**src/rtl/core/assert_macros.svh**
```systemverilog
`ifndef ASSERT_MACROS_SVH
`define ASSERT_MACROS_SVH

// Check a property on every rising clock edge outside reset.
`define ASSERT_CLK(lbl, clk, rst_n, prop, msg) \
    lbl: assert property (@(posedge clk) disable iff (!rst_n) (prop)) else $error(msg);

// Check that a condition in one cycle implies another in the next cycle.
`define ASSERT_NEXT(lbl, clk, rst_n, cond, prop, msg) \
    lbl: assert property (@(posedge clk) disable iff (!rst_n) (cond) |=> (prop)) else $error(msg);

`endif

```
**src/rtl/core/crfp_pkg.sv**
```systemverilog
package crfp_pkg;

    localparam int PACKET_PAYLOAD_SIZE = 512;

    localparam logic [7:0] CH_HEAD  = 8'h55;
    localparam logic [7:0] CH_IMAGE = 8'h46;
    localparam logic [7:0] CH_END   = 8'h23;
    localparam logic [7:0] CH_INFO  = 8'h52;
    localparam logic [7:0] CH_IDQ   = 8'h43;
    localparam logic [7:0] CH_ACK_H = 8'h48;
    localparam logic [7:0] CH_ACK_E = 8'h45;
    localparam logic [7:0] CH_ACK_D = 8'h44;
    localparam logic [7:0] CH_ACK_Q = 8'h51;
    localparam logic [7:0] CH_NAK   = 8'h3F;

    localparam logic [3:0] EV_IMAGE    = 4'd0;
    localparam logic [3:0] EV_DATA     = 4'd1;
    localparam logic [3:0] EV_PKT_OK   = 4'd2;
    localparam logic [3:0] EV_PKT_BAD  = 4'd3;
    localparam logic [3:0] EV_SNAPSHOT = 4'd4;
    localparam logic [3:0] EV_ACK      = 4'd5;
    localparam logic [3:0] EV_NAK      = 4'd6;
    localparam logic [3:0] EV_ID_QUERY = 4'd7;
    localparam logic [3:0] EV_OTHER    = 4'd8;

    typedef struct packed {
        logic [3:0]  event_res;
        logic [7:0]  camera_id;
        logic [7:0]  command_code;
        logic [15:0] packet_number;
        logic [8:0]  byte_index;
        logic [7:0]  byte_value;
        logic [15:0] payload_length;
        logic [31:0] file_offset;
        logic [31:0] snapshot_bytes;
        logic [15:0] snapshot_packets;
    } crfp_result_t;

endpackage

```
**src/rtl/core/camera_response_frame_parser.sv**
```systemverilog
// Channel   Direction  Handshake            Payload
// in        input      in_valid / in_stall  rx_byte
// out       output     out_valid / out_stall event_res .. snapshot_packets
// cfg       input      cfg_valid / cfg_ready cfg_data (parser_enabled)
//
// One byte per cycle while in_stall is low; each result is registered.
// Throughput is set by the input register feeding the result register.
// Reset clears the parser state and the valid flags; parsing starts enabled.
// A stalled result register with a byte waiting raises in_stall.
// cfg_ready is low while a byte waits in the input register.

`include "assert_macros.svh"

module camera_response_frame_parser #(
    parameter int PACKET_PAYLOAD_SIZE = crfp_pkg::PACKET_PAYLOAD_SIZE
) (
    input  logic        clk,
    input  logic        rst_n,
    input  logic        in_valid,
    output logic        in_stall,
    input  logic [7:0]  rx_byte,
    output logic        out_valid,
    input  logic        out_stall,
    output logic [3:0]  event_res,
    output logic [7:0]  camera_id,
    output logic [7:0]  command_code,
    output logic [15:0] packet_number,
    output logic [8:0]  byte_index,
    output logic [7:0]  byte_value,
    output logic [15:0] payload_length,
    output logic [31:0] file_offset,
    output logic [31:0] snapshot_bytes,
    output logic [15:0] snapshot_packets,
    input  logic        cfg_valid,
    output logic        cfg_ready,
    input  logic        cfg_data
);

    logic                  in_valid_reg;
    logic [7:0]            byte_reg;
    logic                  out_valid_reg;
    crfp_pkg::crfp_result_t result_reg;
    logic                  enabled_reg;

    logic                  process;
    logic                  res_valid;
    crfp_pkg::crfp_result_t res;

    assign in_stall  = in_valid_reg && out_valid_reg && out_stall;
    assign process   = in_valid_reg && !(out_valid_reg && out_stall);
    assign cfg_ready = !in_valid_reg;

    crfp_parse #(
        .PACKET_PAYLOAD_SIZE(PACKET_PAYLOAD_SIZE)
    ) u_parse (
        .clk      (clk),
        .rst_n    (rst_n),
        .step     (process),
        .enabled  (enabled_reg),
        .rx_byte  (byte_reg),
        .res_valid(res_valid),
        .res      (res)
    );

    // Hold the byte while the result side is stalled.
    always_ff @(posedge clk or negedge rst_n)
    begin
        if (!rst_n)
        begin
            in_valid_reg <= 1'b0;
        end
        else if (!in_stall)
        begin
            in_valid_reg <= in_valid;
        end
    end

    always_ff @(posedge clk)
    begin
        if (in_valid && !in_stall)
        begin
            byte_reg <= rx_byte;
        end
    end

    always_ff @(posedge clk or negedge rst_n)
    begin
        if (!rst_n)
        begin
            out_valid_reg <= 1'b0;
        end
        else if (process && res_valid)
        begin
            out_valid_reg <= 1'b1;
        end
        else if (!out_stall)
        begin
            out_valid_reg <= 1'b0;
        end
    end

    always_ff @(posedge clk)
    begin
        if (process && res_valid)
        begin
            result_reg <= res;
        end
    end

    always_ff @(posedge clk or negedge rst_n)
    begin
        if (!rst_n)
        begin
            enabled_reg <= 1'b1;
        end
        else if (cfg_valid && cfg_ready)
        begin
            enabled_reg <= cfg_data;
        end
    end

    assign out_valid        = out_valid_reg;
    assign event_res        = result_reg.event_res;
    assign camera_id        = result_reg.camera_id;
    assign command_code     = result_reg.command_code;
    assign packet_number    = result_reg.packet_number;
    assign byte_index       = result_reg.byte_index;
    assign byte_value       = result_reg.byte_value;
    assign payload_length   = result_reg.payload_length;
    assign file_offset      = result_reg.file_offset;
    assign snapshot_bytes   = result_reg.snapshot_bytes;
    assign snapshot_packets = result_reg.snapshot_packets;

    `ASSERT_CLK(a_byte_fields_zero, clk, rst_n,
        !out_valid_reg || result_reg.event_res == crfp_pkg::EV_IMAGE ||
        result_reg.event_res == crfp_pkg::EV_DATA ||
        (result_reg.byte_index == '0 && result_reg.byte_value == '0),
        "byte fields set outside a byte event")
    `ASSERT_CLK(a_packet_fields_zero, clk, rst_n,
        !out_valid_reg || result_reg.event_res == crfp_pkg::EV_PKT_OK ||
        result_reg.event_res == crfp_pkg::EV_PKT_BAD ||
        (result_reg.payload_length == '0 && result_reg.file_offset == '0),
        "packet fields set outside a packet end event")
    `ASSERT_NEXT(a_waiting_byte_held, clk, rst_n, in_stall,
        in_valid_reg && $stable(byte_reg),
        "waiting byte lost while stalled")

endmodule

```
**src/rtl/core/crfp_parse.sv**
```systemverilog
module crfp_parse #(
    parameter int PACKET_PAYLOAD_SIZE = crfp_pkg::PACKET_PAYLOAD_SIZE
) (
    input  logic                  clk,
    input  logic                  rst_n,
    input  logic                  step,
    input  logic                  enabled,
    input  logic [7:0]            rx_byte,
    output logic                  res_valid,
    output crfp_pkg::crfp_result_t res
);

    localparam logic [3:0] PH_HEADER  = 4'd0;
    localparam logic [3:0] PH_CMD     = 4'd1;
    localparam logic [3:0] PH_CAM     = 4'd2;
    localparam logic [3:0] PH_DATA    = 4'd3;
    localparam logic [3:0] PH_PID0    = 4'd4;
    localparam logic [3:0] PH_PID1    = 4'd5;
    localparam logic [3:0] PH_LEN0    = 4'd6;
    localparam logic [3:0] PH_LEN1    = 4'd7;
    localparam logic [3:0] PH_PAYLOAD = 4'd8;
    localparam logic [3:0] PH_SUM0    = 4'd9;
    localparam logic [3:0] PH_SUM1    = 4'd10;

    localparam logic [15:0] PAYLOAD_LIMIT = 16'(PACKET_PAYLOAD_SIZE);
    localparam logic [31:0] PAYLOAD_SIZE32 = 32'(PACKET_PAYLOAD_SIZE);

    logic [3:0]  phase_reg, phase_next;
    logic [15:0] sum_reg, sum_next;
    logic [7:0]  command_reg, command_next;
    logic [7:0]  camera_reg, camera_next;
    logic [15:0] pid_reg, pid_next;
    logic [15:0] length_reg, length_next;
    logic [15:0] count_reg, count_next;
    logic [7:0]  sum_low_reg, sum_low_next;
    logic [47:0] info_reg, info_next;

    logic [15:0] sum_plus;
    logic [15:0] count_inc;
    logic [15:0] sum_got;
    logic [3:0]  end_event;

    assign sum_plus  = sum_reg + {8'd0, rx_byte};
    assign count_inc = count_reg + 16'd1;
    assign sum_got   = {rx_byte, sum_low_reg};

    always_comb
    begin
        unique case (command_reg) inside
            crfp_pkg::CH_INFO:
                end_event = crfp_pkg::EV_SNAPSHOT;
            crfp_pkg::CH_IDQ:
                end_event = crfp_pkg::EV_ID_QUERY;
            crfp_pkg::CH_ACK_H, crfp_pkg::CH_ACK_E, crfp_pkg::CH_ACK_D, crfp_pkg::CH_ACK_Q:
                end_event = crfp_pkg::EV_ACK;
            crfp_pkg::CH_NAK:
                end_event = crfp_pkg::EV_NAK;
            default:
                end_event = crfp_pkg::EV_OTHER;
        endcase
    end

    always_comb
    begin
        phase_next   = phase_reg;
        sum_next     = sum_reg;
        command_next = command_reg;
        camera_next  = camera_reg;
        pid_next     = pid_reg;
        length_next  = length_reg;
        count_next   = count_reg;
        sum_low_next = sum_low_reg;
        info_next    = info_reg;
        res_valid    = 1'b0;
        res          = '0;
        res.camera_id    = camera_reg;
        res.command_code = command_reg;

        if (step && enabled)
        begin
            unique case (phase_reg)
                PH_HEADER:
                begin
                    if (rx_byte == crfp_pkg::CH_HEAD)
                    begin
                        sum_next   = {8'd0, crfp_pkg::CH_HEAD};
                        phase_next = PH_CMD;
                    end
                end
                PH_CMD:
                begin
                    sum_next     = sum_plus;
                    command_next = rx_byte;
                    count_next   = '0;
                    phase_next   = PH_CAM;
                end
                PH_CAM:
                begin
                    sum_next    = sum_plus;
                    camera_next = rx_byte;
                    count_next  = '0;
                    if (command_reg == crfp_pkg::CH_IMAGE)
                    begin
                        phase_next = PH_PID0;
                    end
                    else
                    begin
                        info_next  = '0;
                        phase_next = PH_DATA;
                    end
                end
                PH_DATA:
                begin
                    res_valid = 1'b1;
                    if (rx_byte == crfp_pkg::CH_END)
                    begin
                        phase_next    = PH_HEADER;
                        res.event_res = end_event;
                        if (end_event == crfp_pkg::EV_SNAPSHOT)
                        begin
                            res.snapshot_bytes   = info_reg[31:0];
                            res.snapshot_packets = info_reg[47:32];
                        end
                    end
                    else
                    begin
                        res.event_res  = crfp_pkg::EV_DATA;
                        res.byte_index = count_reg[8:0];
                        res.byte_value = rx_byte;
                        if (count_reg < 16'd6)
                        begin
                            info_next[count_reg[2:0]*8 +: 8] = rx_byte;
                        end
                        if (count_reg != 16'hFFFF)
                        begin
                            count_next = count_inc;
                        end
                    end
                end
                PH_PID0:
                begin
                    sum_next   = sum_plus;
                    pid_next   = {8'd0, rx_byte};
                    phase_next = PH_PID1;
                end
                PH_PID1:
                begin
                    sum_next   = sum_plus;
                    pid_next   = {rx_byte, pid_reg[7:0]};
                    phase_next = PH_LEN0;
                end
                PH_LEN0:
                begin
                    sum_next    = sum_plus;
                    length_next = {8'd0, rx_byte};
                    phase_next  = PH_LEN1;
                end
                PH_LEN1:
                begin
                    sum_next    = sum_plus;
                    length_next = {rx_byte, length_reg[7:0]};
                    count_next  = '0;
                    phase_next  = PH_PAYLOAD;
                end
                PH_PAYLOAD:
                begin
                    if (count_reg < PAYLOAD_LIMIT)
                    begin
                        sum_next          = sum_plus;
                        res_valid         = 1'b1;
                        res.event_res     = crfp_pkg::EV_IMAGE;
                        res.packet_number = pid_reg;
                        res.byte_index    = count_reg[8:0];
                        res.byte_value    = rx_byte;
                    end
                    count_next = count_inc;
                    if ((length_reg >= 16'hFFFE) || (count_inc >= length_reg))
                    begin
                        phase_next = PH_SUM0;
                    end
                end
                PH_SUM0:
                begin
                    sum_low_next = rx_byte;
                    phase_next   = PH_SUM1;
                end
                PH_SUM1:
                begin
                    res_valid          = 1'b1;
                    phase_next         = PH_HEADER;
                    res.packet_number  = pid_reg;
                    res.payload_length = count_reg;
                    res.file_offset    = ({16'd0, pid_reg} - 32'd1) * PAYLOAD_SIZE32;
                    if (sum_got == sum_reg)
                    begin
                        sum_next      = '0;
                        res.event_res = crfp_pkg::EV_PKT_OK;
                    end
                    else
                    begin
                        res.event_res = crfp_pkg::EV_PKT_BAD;
                    end
                end
                default:
                begin
                    phase_next = PH_HEADER;
                end
            endcase
        end
    end

    always_ff @(posedge clk or negedge rst_n)
    begin
        if (!rst_n)
        begin
            phase_reg   <= PH_HEADER;
            sum_reg     <= '0;
            command_reg <= '0;
            camera_reg  <= '0;
            pid_reg     <= '0;
            length_reg  <= '0;
            count_reg   <= '0;
            sum_low_reg <= '0;
            info_reg    <= '0;
        end
        else
        begin
            phase_reg   <= phase_next;
            sum_reg     <= sum_next;
            command_reg <= command_next;
            camera_reg  <= camera_next;
            pid_reg     <= pid_next;
            length_reg  <= length_next;
            count_reg   <= count_next;
            sum_low_reg <= sum_low_next;
            info_reg    <= info_next;
        end
    end

endmodule

```
**config.mk**
```make
export PLATFORM = sky130hd
export DESIGN_NAME = camera_response_frame_parser
export DESIGN_NICKNAME = d
export VERILOG_FILES = /design/src/rtl/core/crfp_pkg.sv /design/src/rtl/core/camera_response_frame_parser.sv /design/src/rtl/core/crfp_parse.sv
export VERILOG_INCLUDE_DIRS = /design/src /design/src/rtl/core
export SDC_FILE = /design/constraint.sdc
export NUM_CORES = 1
export LEC_CHECK = 0
export BUFFER_PORTS_ARGS = -buffer_cell sky130_fd_sc_hd__buf_4
export CORE_AREA = 5 5 177 179
export DETAILED_ROUTE_END_ITERATION = 10
export DIE_AREA = 0 0 182 184
export GPL_TIMING_DRIVEN = 1
export PLACE_DENSITY = 0.72
export SLEW_MARGIN = 20
export SYNTH_ARGS = -nofsm -noshare
export SYNTH_HDL_FRONTEND = slang
export SYNTH_SLANG_ARGS = --single-unit
```
**constraint.sdc**
```tcl
create_clock -name clk -period 11.27 [get_ports clk]
set_input_delay 0.5635 -clock clk [delete_from_list [all_inputs] [get_ports clk]]
set_output_delay 0.5635 -clock clk [all_outputs]
set_load 0.02 [all_outputs]
```
=== After elaboration in Yosys (flattened, before gate mapping) ===
Cells that the tools add are included.

* Bits in registers: 300
* Input port bits: 14
* Output and inout port bits: 152
* Word-level logic and storage cells: 138

* Add/sub/neg operators: 4
* $lt $le $gt $ge: 4
* Eq/ne operators: 33
* Shift-type cells: 2
* Mux-type cells: 32
* Bitwise logic cells: 2
* Reductions and logical operators: 35

{| class="wikitable"
|+ Operator list
! operator !! count
|-
| $mux W48 || 3
|-
| $pmux W16 S2 || 3
|-
| $pmux W48 S2 || 1
|-
| $mux W16 || 5
|-
| $eq A8 B7 Y1 const B || 8
|-
| $pmux W16 S4 || 1
|-
| $bwmux W48 || 1
|-
| $pmux W16 S3 || 1
|-
| $shift A8 B34 Y48 const A || 1
|-
| $shiftx A8 B34 Y48 || 1
|-
| $pmux W4 S10 || 1
|-
| $neg A6 Y34 || 1
|-
| $pmux W17 S2 || 1
|-
| $mux W33 || 1
|-
| $eq A4 B3 Y1 const B || 5
|-
| $mux W17 || 1
|-
| $sub A16 B1 Y17 const B || 1
|-
| $add A16 B1 Y16 const B || 1
|-
| $add A16 B8 Y16 || 1
|-
| $eq A16 B16 Y1 || 1
|-
| $eq A8 B6 Y1 const B || 2
|-
| $ge A16 B16 Y1 || 1
|-
| $ge A16 B16 Y1 const B || 1
|-
| $lt A16 B10 Y1 const B || 1
|-
| other kinds (29) || 68
|}

=== Longest topological paths before layout ===
Gate-level depths: netlist of run 1.

* Depth in word-level cells: 7
* Depth in mapped cells: 14
* Depth with buffers taken out: 13

=== Modules after synthesis ===
From an unflattened synthesis of run 1, not the netlist that was laid out.

* Cell total of the unflattened synthesis: 1126
* Area, all modules: 13410.4 um^2

{| class="wikitable"
|+ Modules (own cells, without submodules)
! module !! instances !! cells an instance !! area an instance (um^2) !! seq. area each (um^2)
|-
| crfp_parse || 1 || 954 || 8552.0 || 3503.4
|-
| camera_response_frame_parser || 1 || 172 || 4858.4 || 4790.8
|}

=== Worst setup path after synthesis of run 1 ===
No wires, ideal clock.

* Path kind: input -> register
* Start point: in out_stall
* End point: reg result_reg (netlist bit byte_index[0]) (enable)
* Setup time: 0.791 ns
* Data arrival time: 10.230 ns
* Data required time: 10.479 ns
* Path slack: 0.249 ns
* Cell stages on the path: 4
* Path buffers: 1
* Cell sequence: nand2_1 -> nand3_1 -> clkbuf_1 -> nor3_1

* Longest elaborated chain between the ends: 6

{| class="wikitable"
|+ RTL lines
! element !! RTL line !! RTL
|-
| start: declaration || camera_response_frame_parser.sv:23 || <nowiki>input logic out_stall,</nowiki>
|-
| $logic_and A1 B1 Y1 * || camera_response_frame_parser.sv:50 || <nowiki>assign process = in_valid_reg && !(out_valid_reg && out_stall);</nowiki>
|-
| $logic_not A1 Y1 * || camera_response_frame_parser.sv:50 ||
|-
| $logic_and A1 B1 Y1 * || camera_response_frame_parser.sv:50 ||
|-
| $logic_and A1 B1 Y1 || crfp_parse.sv:79 || <nowiki>if (step && enabled)</nowiki>
|-
| $mux W1 || crfp_parse.sv:79 ||
|-
| $logic_and A1 B1 Y1 * || camera_response_frame_parser.sv:104 || <nowiki>if (process && res_valid)</nowiki>
|-
| end signal: assignment || camera_response_frame_parser.sv:106 || <nowiki>result_reg <= res;</nowiki>
|-
| end: declaration || camera_response_frame_parser.sv:42 || <nowiki>crfp_pkg::crfp_result_t result_reg;</nowiki>
|}

Mark *: on every way between the ends. The rest lies on a longest branch, timed or not.
A chain may end at the register's enable or synchronous reset.

=== Worst setup path after layout of run 1 ===
* Start point: reg u_parse.count_reg[2]
* End point: reg u_parse.phase_reg[2]

* Longest elaborated chain between the ends: 5

{| class="wikitable"
|+ RTL lines
! element !! RTL line !! RTL
|-
| start: declaration || crfp_parse.sv:34 || <nowiki>logic [15:0] count_reg, count_next;</nowiki>
|-
| start signal: assignment || crfp_parse.sv:234 || <nowiki>count_reg <= count_next;</nowiki>
|-
| $add A16 B1 Y16 || crfp_parse.sv:44 || <nowiki>assign count_inc = count_reg + 16'd1;</nowiki>
|-
| $ge A16 B16 Y1 || crfp_parse.sv:177 || <nowiki>if ((length_reg >= 16'hFFFE) || (count_inc >= length_reg))</nowiki>
|-
| $logic_or A1 B1 Y1 || crfp_parse.sv:177 ||
|-
| $ne A2 B1 Y1 (no line) || n/a ||
|-
| $reduce_and A4 Y1 (no line) || n/a ||
|-
| end signal: assignment || crfp_parse.sv:228 || <nowiki>phase_reg <= phase_next;</nowiki>
|-
| end: declaration || crfp_parse.sv:28 || <nowiki>logic [3:0] phase_reg, phase_next;</nowiki>
|}

Every way passes these cells.

==> results of run 1 <==
-- cells in the final DEF, fill, tap and decap left out, types with 10 or more instances in the layout --
master,synthesis,routed
buf_4,18,166
edfxtp_1,142,142
dfrtp_1,142,142
and2_1,96,96
nand2_1,87,87
o21ai_0,58,58
nor2_1,49,48
inv_1,36,36
xnor2_1,35,35
o2bb2ai_1,33,33
a21oi_1,32,32
mux2_2,32,32
clkbuf_16,0,29
ha_1,28,28
nand3_1,27,27
a31oi_1,19,19
a22o_1,16,16
o31ai_1,15,15
nand4_1,14,14
and3_1,11,11
nand2b_1,11,11
xor2_1,10,10
-- stage by stage --
step	utilization [%]	cells
2_1_floorplan	-	1089
3_3_place_gp	49.1	1578
3_5_place_dp	49.1	1578
4_1_cts	52.4	1631
5_1_grt	52.4	1631
6_report	52.4	1631
-- kinds of logic (layout without fill, tap and decap cells) --
| logic type | count (synthesis) | after routing |
|---|---|---|
| flip-flops | 285 | 285 |
| buffers and inverters | 105 | 257 |
| AO/OA/AOI/OAI | 225 | 225 |
| other | 1 | 9 |
| XOR/XNOR | 45 | 45 |
| adder cells (fa/ha/maj) | 30 | 30 |
| AND/OR/NAND/NOR | 357 | 357 |
| multiplexers | 33 | 33 |
-- area by class of cell --
cell class	instances	area share, %
clock inverter	16	1.14
clock buffer	37	5.17
multi-input combinational	699	30.5
inverter	37	0.902
sequential	285	50.9
tap	390	3.17
timing repair buffer	167	8.16
-- synth_stat cells (3+ instances only) --
cell / number
a211o_1: 3
a211oi_1: 5
a21o_1: 7
a21oi_1: 32
a22o_1: 16
a31oi_1: 19
a41oi_1: 5
and2_1: 96
and3_1: 11
buf_2: 14
buf_4: 18
buf_6: 4
clkbuf_1: 32
dfrtp_1: 142
edfxtp_1: 142
ha_1: 28
inv_1: 36
mux2_2: 32
nand2_1: 87
nand2b_1: 11
nand3_1: 27
nand4_1: 14
nor2_1: 49
nor2b_1: 3
nor3_1: 10
nor3_2: 3
nor4_1: 9
nor4b_1: 3
o211ai_1: 5
o21a_1: 6
o21ai_0: 58
o21ai_2: 4
o2bb2ai_1: 33
o31ai_1: 15
or2_1: 3
or3_1: 4
or4_1: 4
xnor2_1: 35
xor2_1: 10
-- critical path, cell delays in order (launching register included) --
cell and delay (ps):
dfrtp_1 490, nand3_1 180, nor2_1 310, and3_1 380
and3_1 260, xor2_1 170, ha_1 270, a211oi_1 200
nor2_1 80, or4_1 520, nand4b_1 280, and2_1 270
a211o_1 270
-- worst min-delay path by stage --
stage,startpoint,to,depth (start not counted)
finish,rst_n,u_parse.info_reg[3],1
global route,rst_n,u_parse.info_reg[46],1
CTS,rst_n,u_parse.count_reg[15],1
detailed placement,u_parse.camera_reg[4],camera_id[4],0
global placement,u_parse.camera_reg[4],camera_id[4],0
floorplan,rst_n,in_valid_reg,0
-- per-layer routing --
| metal | track usage [%] | routed length, um | up-vias |
|---|---|---|---|
| li1 | - | - | 4184 |
| met1 | 23.9 | 12900 | 4283 |
| met2 | 28.9 | 13900 | 290 |
| met3 | 2.63 | 1820 | 52 |
| met4 | 4.83 | 745 | 0 |
| met5 | 0 | 0 | - |
-- power breakdown --
part | leakage, nW | internal [mW] | switching [mW] | total [mW]
Clock | 0.473 | 0.569 | 0.393 | 0.962
Sequential | 3.03 | 1.22 | 0.168 | 1.39
Combinational | 2.47 | 0.282 | 0.382 | 0.665
==> results.md, run 1 <==
- Mean Syn Cell Area: 12.0 um^2
- R2r setup slk: approximately 7500 ps
- Critical path arrival: between 4000 and 5000 ps
- Global placement routability congestion: 0.859
- GRT Total Usage: 17.3%
- CP required: around 12,000 ps
- Syn Std Cell Area: between 10,000 and 15,000 um^2
- Launch point of the worst path: u_parse.count_reg[2]
- Fmax: 263 MHz
- CP Class: flip-flop to flip-flop
- Tcrit/Tclk final: between 30% and 40%
- Reg2reg path depth: 12
- Status: finished, final reports clean
- Core footprint: 29,400 um^2
- Setup violation total in the final timing report: 0
- IO Pins: 166
- CTS buffer count: 29
- Netlist cell types: 75
- Grt ovf: 0
- Reg2reg start: u_parse.count_reg[2]
- Area grow syn2layout: 18.4%
- Initial DRC count: 756
- Yosys top cell by area: edfxtp_1
- Clk root buf: clkbuf_16
- Skew final: around 16 ps
- Main combinational cell family by area after synthesis: simple AND/OR/NAND/NOR gates
- Reg-to-Reg End: u_parse.phase_reg[2]
- Element type at the critical path end: flip-flop
- Synth Area in Simple Gates: 15.2%
- Seq cells post-synth: ~290
- Die extent in x: 182 um
- Total power: 3.02 mW
- Placement Cell Area: 14,400 um^2
- Slew Limit Fails: 0
- Num rows: 63
- Setup TNS: 0 ps
- Final Cell Area: 15,400 um^2
- Yosys top cell area share: 32.8%
- Initial antenna violation count: 0
- Vias in the first global route: 8,754
- Post-synthesis mux area share: 2.85%
- RSZ-0062 raised after global routing: false
- Sequential element share of the synthesized area: 60.3%
- Hold_buf cts: 0
- DR vias/cell: between 5 and 6
- Pwr Density: 196 nW/um^2
- Routed len/inst: 18.0 um
- Asr flop ratio synth: 50.2%
- Post_cts resized: 0
- IO Port Bufs: 156
- Leakage: 5.97 nW
- Critical Path Sink: u_parse.phase_reg[2]
- Ant diodes: 0
- Worst setup SP type: flip-flop
- Synth Flop Type: edfxtp_1
- Worst hold-check path type: input port to async pin
- Layout cells sized above 1: 21.8%
- Hold_ws: ~47 ps
- Worst VDD drop: 0.000145 V
- Clk buf depth: 3
- First-pass GRT wire length: 47,400 um
- Reg area: 7840 um^2
- Final nets: roughly 1,300
- Max Fanout on Critical Path: 9
- Hpwl dp: 19,700 um
- Worst-Margin Slew: 959 ps
- Pre-CTS WS: 7500 ps
- Period minus WS final: 3810 ps
- Syn Inst Count: 1,081
- Iteration count of the initial detailed-routing pass: 5
- Maximum number of pins on one net before global-route repair: 74
- CTS tree: yes
- Worst Slack Setup Final: 7460 ps
- Setup bufs post-CTS: 0
- Adder-cell share of the synthesized area: 2.92%
- Post-DRT Antenna Nets: 0
- Compound-Gate Fraction of Synth Area: 11.8%
- # DRC: 0
- Synth warnings: 0
- H-tree Lvls: 1
- Fillers: 2,472
- Post-Synth XOR/XNOR Area: 3.03%
- EDFF count, synth: approximately 140
- Slew headroom: between 30% and 40%
- Max Cap Viol: 0
- Largest register FFs: 48
- Final hold violation count: 0
- Die area: 33,500 um^2
- Multi-input logic area: about 4700 um^2
- TritonCTS Sinks: about 290
- Initial Util: roughly 44%
- Routed WL: 29,400 um
- Die Height: 184 um
- Worst-path clk slew: about 60 ps
- Vias: roughly 8,800
- Synth top area cells: edfxtp_1 33%, dfrtp_1 27%, and2_1 4.6%
- Clock latency on the worst-skew pair: 540 ps
Power figures use the tool's default switching activity.
==> run 2: changes to the inputs <==
--- a/config.mk
+++ b/config.mk
@@ -11,7 +11,7 @@
 export DETAILED_ROUTE_END_ITERATION = 10
 export DIE_AREA = 0 0 182 184
 export GPL_TIMING_DRIVEN = 1
-export PLACE_DENSITY = 0.72
+export PLACE_DENSITY = 0.7
 export SLEW_MARGIN = 20
 export SYNTH_ARGS = -nofsm -noshare
 export SYNTH_HDL_FRONTEND = slang
==> constraint.sdc (replaced) <==
create_clock -name clk -period 4 [get_ports clk]
set_input_delay 0.2 -clock clk [delete_from_list [all_inputs] [get_ports clk]]
set_output_delay 0.2 -clock clk [all_outputs]
set_load 0.02 [all_outputs]
==> run 2 against run 1 <==
- non-clock buffer count grew 26
- first-iteration DRC count rose by 9.9%
- clock skew is 2.8 ps lower
- wire length up 1.7%
- count of clock-buffer cells in the layout is 3 higher
- combinational power grew to 3.0 times the previous value
- cell count up 1.8%
- largest cell class unchanged
- critical endpoint unchanged
==> results.md, run 2 (synthesis gave the netlist of run 1 again) <==
- DR vias/cell: around 5.3
- Layout cells sized above 1: a little under a quarter
- # DRC: 0
- Cell Chain, Critical Path: ha_1 > and3_1 > and4_1 > nand2_1 > nor2_1 > xor2_1 > ha_1 > o21ai_0 > nor2_1 > or4_1 > nand4b_1 > and2_1 > a211o_1
- Routed WL: 29,900 um
- CP Class: flip-flop to flip-flop
- Slew headroom: 36.9%
- Maximum number of pins on one net before global-route repair: approximately 100
- Setup violation total in the final timing report: 0
- Clk buf depth: 3
- Die Height: 184 um
- RSZ-0062 raised after global routing: false
- R2r setup slk: ~310 ps
- Hpwl dp: about 21,000 um
- First-pass GRT wire length: 48,100 um
- Ant diodes: 0
- Slowest CP cell: or4_1
- Die extent in x: between 150 and 200 um
- Worst-Margin Slew: between 900 and 1000 ps
- NetSw: roughly 2.7 mW
- Worst setup SP type: flip-flop
- Initial DRC count: 831
- Global placement routability congestion: roughly 0.9
- Element type at the critical path end: flip-flop
- Switching share of power: 30.8%
- Vias: 8,873
- CP required: 4420 ps
- Logic pwr share: 23.0%
- Commonest cells after routing, fill and taps aside: 178 x buf_4, 142 x edfxtp_1, 142 x dfrtp_1
- Core footprint: between 20,000 and 30,000 um^2
- Die area: 33,500 um^2
- Initial antenna violation count: 0
- Initial Util: about 44%
- Fmax: 271 MHz
- IO Pins: ~170
- Period minus WS final: 3690 ps
- Tcrit/Tclk final: 92.3%
- Max Fanout on Critical Path: 8
- Max Cap Viol: 0
- Seq pwr share: a little over two fifths
- Slew Limit Fails: 0
- Worst hold-check path type: input port to flip-flop
- Worst-path clk slew: about 70 ps
- Worst VDD drop: 0.000413 V
- IO Port Bufs: ~160
- Final nets: about 1,300
- Clk root buf: clkbuf_16
- Critical path arrival: 4120 ps
- Fillers: 2,500
- Int Power: between 6 and 7 mW
- Post-DRT Antenna Nets: 0
- CTS tree: yes
- Non-Filler Instances: approximately 1,700
- Skew final: 13.3 ps
- Pwr Density: 556 nW/um^2
- Commonest non-fill, non-tap cell in the layout: buf_4
- Area grow syn2layout: 21.0%
- Status: finished, final reports clean
- TritonCTS Sinks: about 290
- CP peak stage delay: 520 ps
- GRT Total Usage: 17.6%
- Final core occ: between 50 and 60%
- Iteration count of the initial detailed-routing pass: 5
- Post-Place Cells: 1,591
- Routed len/inst: between 15 and 20 um
- Clock power frac: about a third
- Vias in the first global route: 8,712
- H-tree Lvls: 1
- Total power: 8.75 mW
- Leakage: ~6 nW
- Largest register FFs: 48
- Num rows: 63
- Post_cts resized: 0
- CTS buffer count: 30
- Final hold violation count: 0
- Grt ovf: 0
- Clock latency on the worst-skew pair: 540 ps
## run 2: cell types whose count changed in the layout (fill, tap and decap cells not counted)
cell	delta
dlygate4sd3_1	+13
buf_4	+12
clkbuf_16	+2
clkbuf_8	+2
buf_12	+1
bufinv_16	+1
clkbuf_1	-1
clkinv_1	-1
clkinv_2	+1
clkinv_4	-1
clkinv_8	-1
inv_8	+1
nor3_2	-1
nor3_4	+1
## run 2: repair_timing
action / 4_1_cts / 5_1_grt
hold buffers: 13 / 0
buffers inserted: 0 / 0
endpoints found under the hold margin: 105 / 0
## run 2: through the flow
step / cell area [um^2] / hold slack (ps) / setup TNS, ps / setup slack [ps]
2_1_floorplan: 13100 / -95.6 / -88190 / -658
3_3_place_gp: 14500 / 369 / 0 / 465
3_5_place_dp: 14500 / 374 / 0 / 377
4_1_cts: 15700 / 29.8 / 0 / 354
5_1_grt: 15700 / 60.5 / 0 / 116
6_report: 15700 / 73.5 / 0 / 308
## run 2: path summary, 6_finish.rpt
path | startpoint | endpoint | depth (start not counted)
worst min-delay path | out_stall | out_valid | 3
worst max register to register | u_parse.count_reg[0] | u_parse.phase_reg[2] | 13
min in group asynchronous | rst_n | u_parse.sum_reg[4] | 2
worst min register to register | u_parse.camera_reg[5] | camera_id[5] | 0
worst max-delay path | u_parse.count_reg[0] | u_parse.phase_reg[2] | 13
max in group asynchronous | rst_n | u_parse.info_reg[31] | 3
## run 2: layout make-up
class                           count  area, um^2  share of cell area, %
Timing Repair Buffer              193        1500                   9.52
Sequential cell                   285        7840                   49.8
Inverter                           37         139                  0.882
Multi-Input combinational cell    699        4710                   29.9
Clock inverter                     16         193                   1.22
Tap cell                          390         488                   3.10
Clock buffer                       40         870                   5.53
## run 2: per-layer routing
layer  part of all wire, %  up-vias  routed length [um]  track usage (%)
met5                     0        -                   0                0
met4                   1.8        0                 541             4.17
met3                   5.6       46                1670             2.55
met2                    48      280               14400             28.5
met1                    45     4308               13300             25.2
li1                      -     4239                   -                -
## run 2: power by group through the flow
stage / combinational [mW] / sequential [mW] / clock [mW]
2_1_floorplan: 1.49 / 3.81 / 0
3_3_place_gp: 1.93 / 3.87 / 0
3_5_place_dp: 1.99 / 3.88 / 0
4_1_cts: 2.01 / 3.83 / 2.96
5_1_grt: 2.26 / 3.89 / 3.11
6_report: 2.01 / 3.84 / 2.90
## run 2: worst max-delay path, delay by kind of cell (launching register included)
kind	cells	cell delay (ps)
adders and majority gates	2	520
AOI/OAI and AO/OA	2	420
and+or+nand+nor	8	2000
DFF	1	480
xor gates and xnor gates	1	160
